## src/sv/hbfs_ram.sv

```systemverilog
module hbfs_ram #(
    parameter int WIDTH = 64,
    parameter int DEPTH = 64
) (
    input  logic                     i_clk,
    input  logic                     i_we,
    input  logic [$clog2(DEPTH)-1:0] i_waddr,
    input  logic [WIDTH-1:0]         i_wdata,
    input  logic [$clog2(DEPTH)-1:0] i_raddr,
    output logic [WIDTH-1:0]         o_rdata
);

    logic [WIDTH-1:0] r_mem [DEPTH];
    logic [WIDTH-1:0] r_rdata;

    always_ff @(posedge i_clk) begin
        if (i_we) begin
            r_mem[i_waddr] <= i_wdata;
        end
        r_rdata <= r_mem[i_raddr];
    end

    assign o_rdata = r_rdata;

endmodule

```

## config.mk

```make
export PLATFORM = sky130hd
export DESIGN_NAME = hbfs_ram
export DESIGN_NICKNAME = d
export VERILOG_FILES = /design/src/sv/hbfs_ram.sv
export SDC_FILE = /design/constraint.sdc
export NUM_CORES = 2
export LEC_CHECK = 0
export BUFFER_PORTS_ARGS = -buffer_cell sky130_fd_sc_hd__buf_2
export CORE_ASPECT_RATIO = 2
export CORE_MARGIN = 4
export CORE_UTILIZATION = 57
export CTS_CLUSTER_DIAMETER = 30
export DETAILED_ROUTE_END_ITERATION = 12
export GPL_TIMING_DRIVEN = 0
export PLACE_DENSITY = 0.79
export SYNTH_ARGS = -nofsm -noshare
export SYNTH_HDL_FRONTEND = slang
export SYNTH_SLANG_ARGS = --single-unit
```

## constraint.sdc

```tcl
create_clock -name i_clk -period 5.85 [get_ports i_clk]
set_clock_uncertainty 0.1 [all_clocks]
set_input_delay 0.2925 -clock i_clk [delete_from_list [all_inputs] [get_ports i_clk]]
set_output_delay 0.2925 -clock i_clk [all_outputs]
set_load 0.05 [all_outputs]
```

==> run metrics <==
kind of end point of the critical path=register; Critical Path AT=4.92 ns; Cell variety after synth=33; GRT Total Usage=around two fifths; share of cells above drive strength 1=31.1%; Placed Area=~0.17 mm2; Worst-Margin Slew=1.66 ns; Routed WL=534000 um; GR Util met1=39.9%; met3 usage=a little over an eighth; TritonCTS clock tree=built; HP Class=input port to register; post-route cell area=0.181 mm2; fin worst setup slack=1.58 ns; Fmax=about 230 MHz; clk_lat worst skew=1.01 ns; input/output buffers=133; final setup vio count=0; routing usage on met2=59.8%; total gr overflow=0; max_slew headroom=-10.6%; pin count of the biggest net entering global routing=65; FF+latch count, synth=4160; simple-gate portion of the synthesized area=1.24%; Setup crit start kind=input port; failing checks=max-capacitance violations, max-slew violations; H-tree levels=5; busiest grt layer=met2; multiplexer share of the synthesized area=15.6%; cells after synthesis=6598; die width=378 um; post-CTS setup buffers=0; status=finished with violations; post-route antenna net violation count=0; sequential share of the synthesized area=79.5%; drt pass-1 iters=9; CTS max path bufs=4; drc violations=0; Max rail drop VDD=283 uV; Req. time, crit path=6.51 ns; detailed placer's ending HPWL=314000 um; Final Critical Period=between 4 and 5 ns; leak pwr=57.0 nW; Layout Area Growth over Synthesis=15.9%; Starting DRT DRC Count=16773; initial antenna violation count=between 70 and 80; post-synthesis compound-gate area fraction=2.48%; Slew Limit Fails=10; Syn Nets=6676; GPL Wtd Cong=around 0.91; Clk pin slew, worst setup/hold paths=about 0.07 ns; DR vias=86993; Die H=749 um; # IOs=142; post-synthesis adder-cell area fraction=0%; Avg Cell Area, Syn=23.7 um2; pre-CTS setup slack=1.31 ns; Clock Tree Root=clkbuf_16; total CTS buffers=423; Max Cap Violations=4; main combinational cell family by area after synthesis=multiplexers; crit path max fanout=11; unrepaired setup endpoints after global routing=no; core area=approximately 0.27 mm2; Yosys warnings=0; nets=7465; pwr dens=361 mW/mm2; filler instances=15308; Synth Cell Area=0.156 mm2; Clock Sinks=4160; routed len/inst=47.0 um; die area=0.283 mm2; CP Class=input port to register; Tcrit/Tclk final=73.0%; number of global-route vias before repair=87767; Final Hold Vio Count=0; initial core utilization=57.4%; first-pass GRT wire length=728000 um; XOR/XNOR share of the synthesized area=0%; vias per std cell=7.67; Rows=271
==> placed cells by master (no fill, tap or decap), types with 38 or more instances in the layout <==
cell type,count
a211oi_1,63
a22o_1,88
a22oi_1,168
and3_1,64
buf_12,172
buf_2,299
buf_4,39
bufinv_16,49
clkbuf_1,163
clkbuf_16,424
clkinv_1,38
clkinv_2,42
clkinv_4,40
clkinvlp_4,51
dfxtp_1,64
diode_2,54
edfxtp_1,4096
inv_6,63
mux2i_1,135
mux4_2,1024
nand2_1,58
nand3_1,45
nor2_1,49
nor2_4,62
o22ai_1,80
==> sequential cells by signal, summed over array words and instances, names as in the netlist <==
name and count:
o_rdata 64, r_mem 4096
==> power breakdown <==
group	switching [mW]	internal [mW]	total, mW	leakage, nW
logic	2.67	1.09	3.76	12.7
registers	0.106	33.0	33.1	37.4
clock network	12.7	15.8	28.6	6.95
total	15.5	49.9	65.4	57.0
==> critical path, cell delays in order <==
cell and delay, ns:
buf_2 0.16, buf_4 0.31, buf_2 0.60, buf_2 0.92, buf_4 0.39, mux2i_1 0.40
o22ai_1 0.32, a41oi_1 1.24, a211oi_1 0.25
==> synth_stat cells <==
| cell type | number | share of area (%) |
|---|---|---|
| nor2_1 | 112 | 0.27 |
| o22ai_1 | 83 | 0.33 |
| mux4_2 | 1024 | 15 |
| nor2b_1 | 28 | 0.11 |
| a2bb2oi_1 | 19 | 0.11 |
| inv_1 | 19 | 0.046 |
| clkbuf_1 | 140 | 0.34 |
| or3b_2 | 1 | 0.0056 |
| a31o_1 | 1 | 0.0056 |
| buf_6 | 6 | 0.043 |
| buf_2 | 170 | 0.54 |
| dfxtp_1 | 64 | 0.82 |
| nand3b_1 | 2 | 0.0096 |
| nor3_1 | 2 | 0.0064 |
| nand4b_1 | 1 | 0.0056 |
| a211oi_1 | 63 | 0.30 |
| and2_1 | 3 | 0.012 |
| or3_1 | 29 | 0.12 |
| nand2b_1 | 11 | 0.044 |
| a22o_1 | 88 | 0.49 |
| nand2_1 | 58 | 0.14 |
| or2_2 | 28 | 0.11 |
| a22oi_1 | 168 | 0.81 |
| buf_1 | 20 | 0.048 |
| a31oi_1 | 18 | 0.072 |
| and3_1 | 64 | 0.26 |
| o221ai_1 | 38 | 0.21 |
| edfxtp_1 | 4096 | 79 |
| a41oi_1 | 26 | 0.15 |
| nand3_1 | 45 | 0.14 |
| nand4_1 | 2 | 0.0080 |
| buf_4 | 34 | 0.16 |
| mux2i_1 | 135 | 0.86 |
==> per-layer routing <==
metal	wire length, um	vias up
li1	-	30123
met4	67400	40
met3	71600	3143
met2	254000	10257
met1	141000	43430
met5	293	-
==> logic make-up (layout without fill, tap and decap cells) <==
logic type      Yosys count  in the layout
simple gates            386            386
flops                  4160           4160
buf+inv                 389           1536
compound gates          504            504
other cells               0             54
mux                    1159           1159
==> area by class of cell <==
class,instances,area [um2],area share [%]
sequential,4160,124000,68.6
multi-input combinational,2049,30700,17.0
clock buffer,457,10700,5.93
timing repair buffer,364,5140,2.84
tap,3549,4440,2.45
clock inverter,326,3810,2.10
buffer,370,1790,0.988
antenna,54,135,0.0746
inverter,19,71.3,0.0394
==> repair_timing <==
| item | in CTS | in global routing |
|---|---|---|
| gates resized for setup | 0 | 0 |
| hold buffers | 5 | 9 |
| hold endpoints to repair | 79 | 484 |
==> final timing paths <==
kind | start | end | slack [ns] | cells after the start
max | i_raddr[2] | o_rdata[36] | 1.58 | 9
max reg2reg | r_mem[52][36] | o_rdata[36] | 2.59 | 5
min reg2reg | r_mem[44][48] | o_rdata[48] | 0.76 | 4
min | i_wdata[52] | r_mem[21][52] | 0.05 | 1
==> per-stage QoR <==
stage	setup TNS [ns]	hold slack, ns	util (%)	cells	total power, mW
after floorplan	0	0.291	-	6598	35.5
after global placement	-9729.01	0.665	59.2	10280	37.0
after detailed placement	0	0.662	60.9	10489	37.2
after CTS	0	0.00476	66.3	11277	65.1
after global routing	0	0.0637	66.4	11311	66.7
final	0	0.0521	66.4	11348	65.4
No activity file was read; power rests on OpenSTA's default activity.
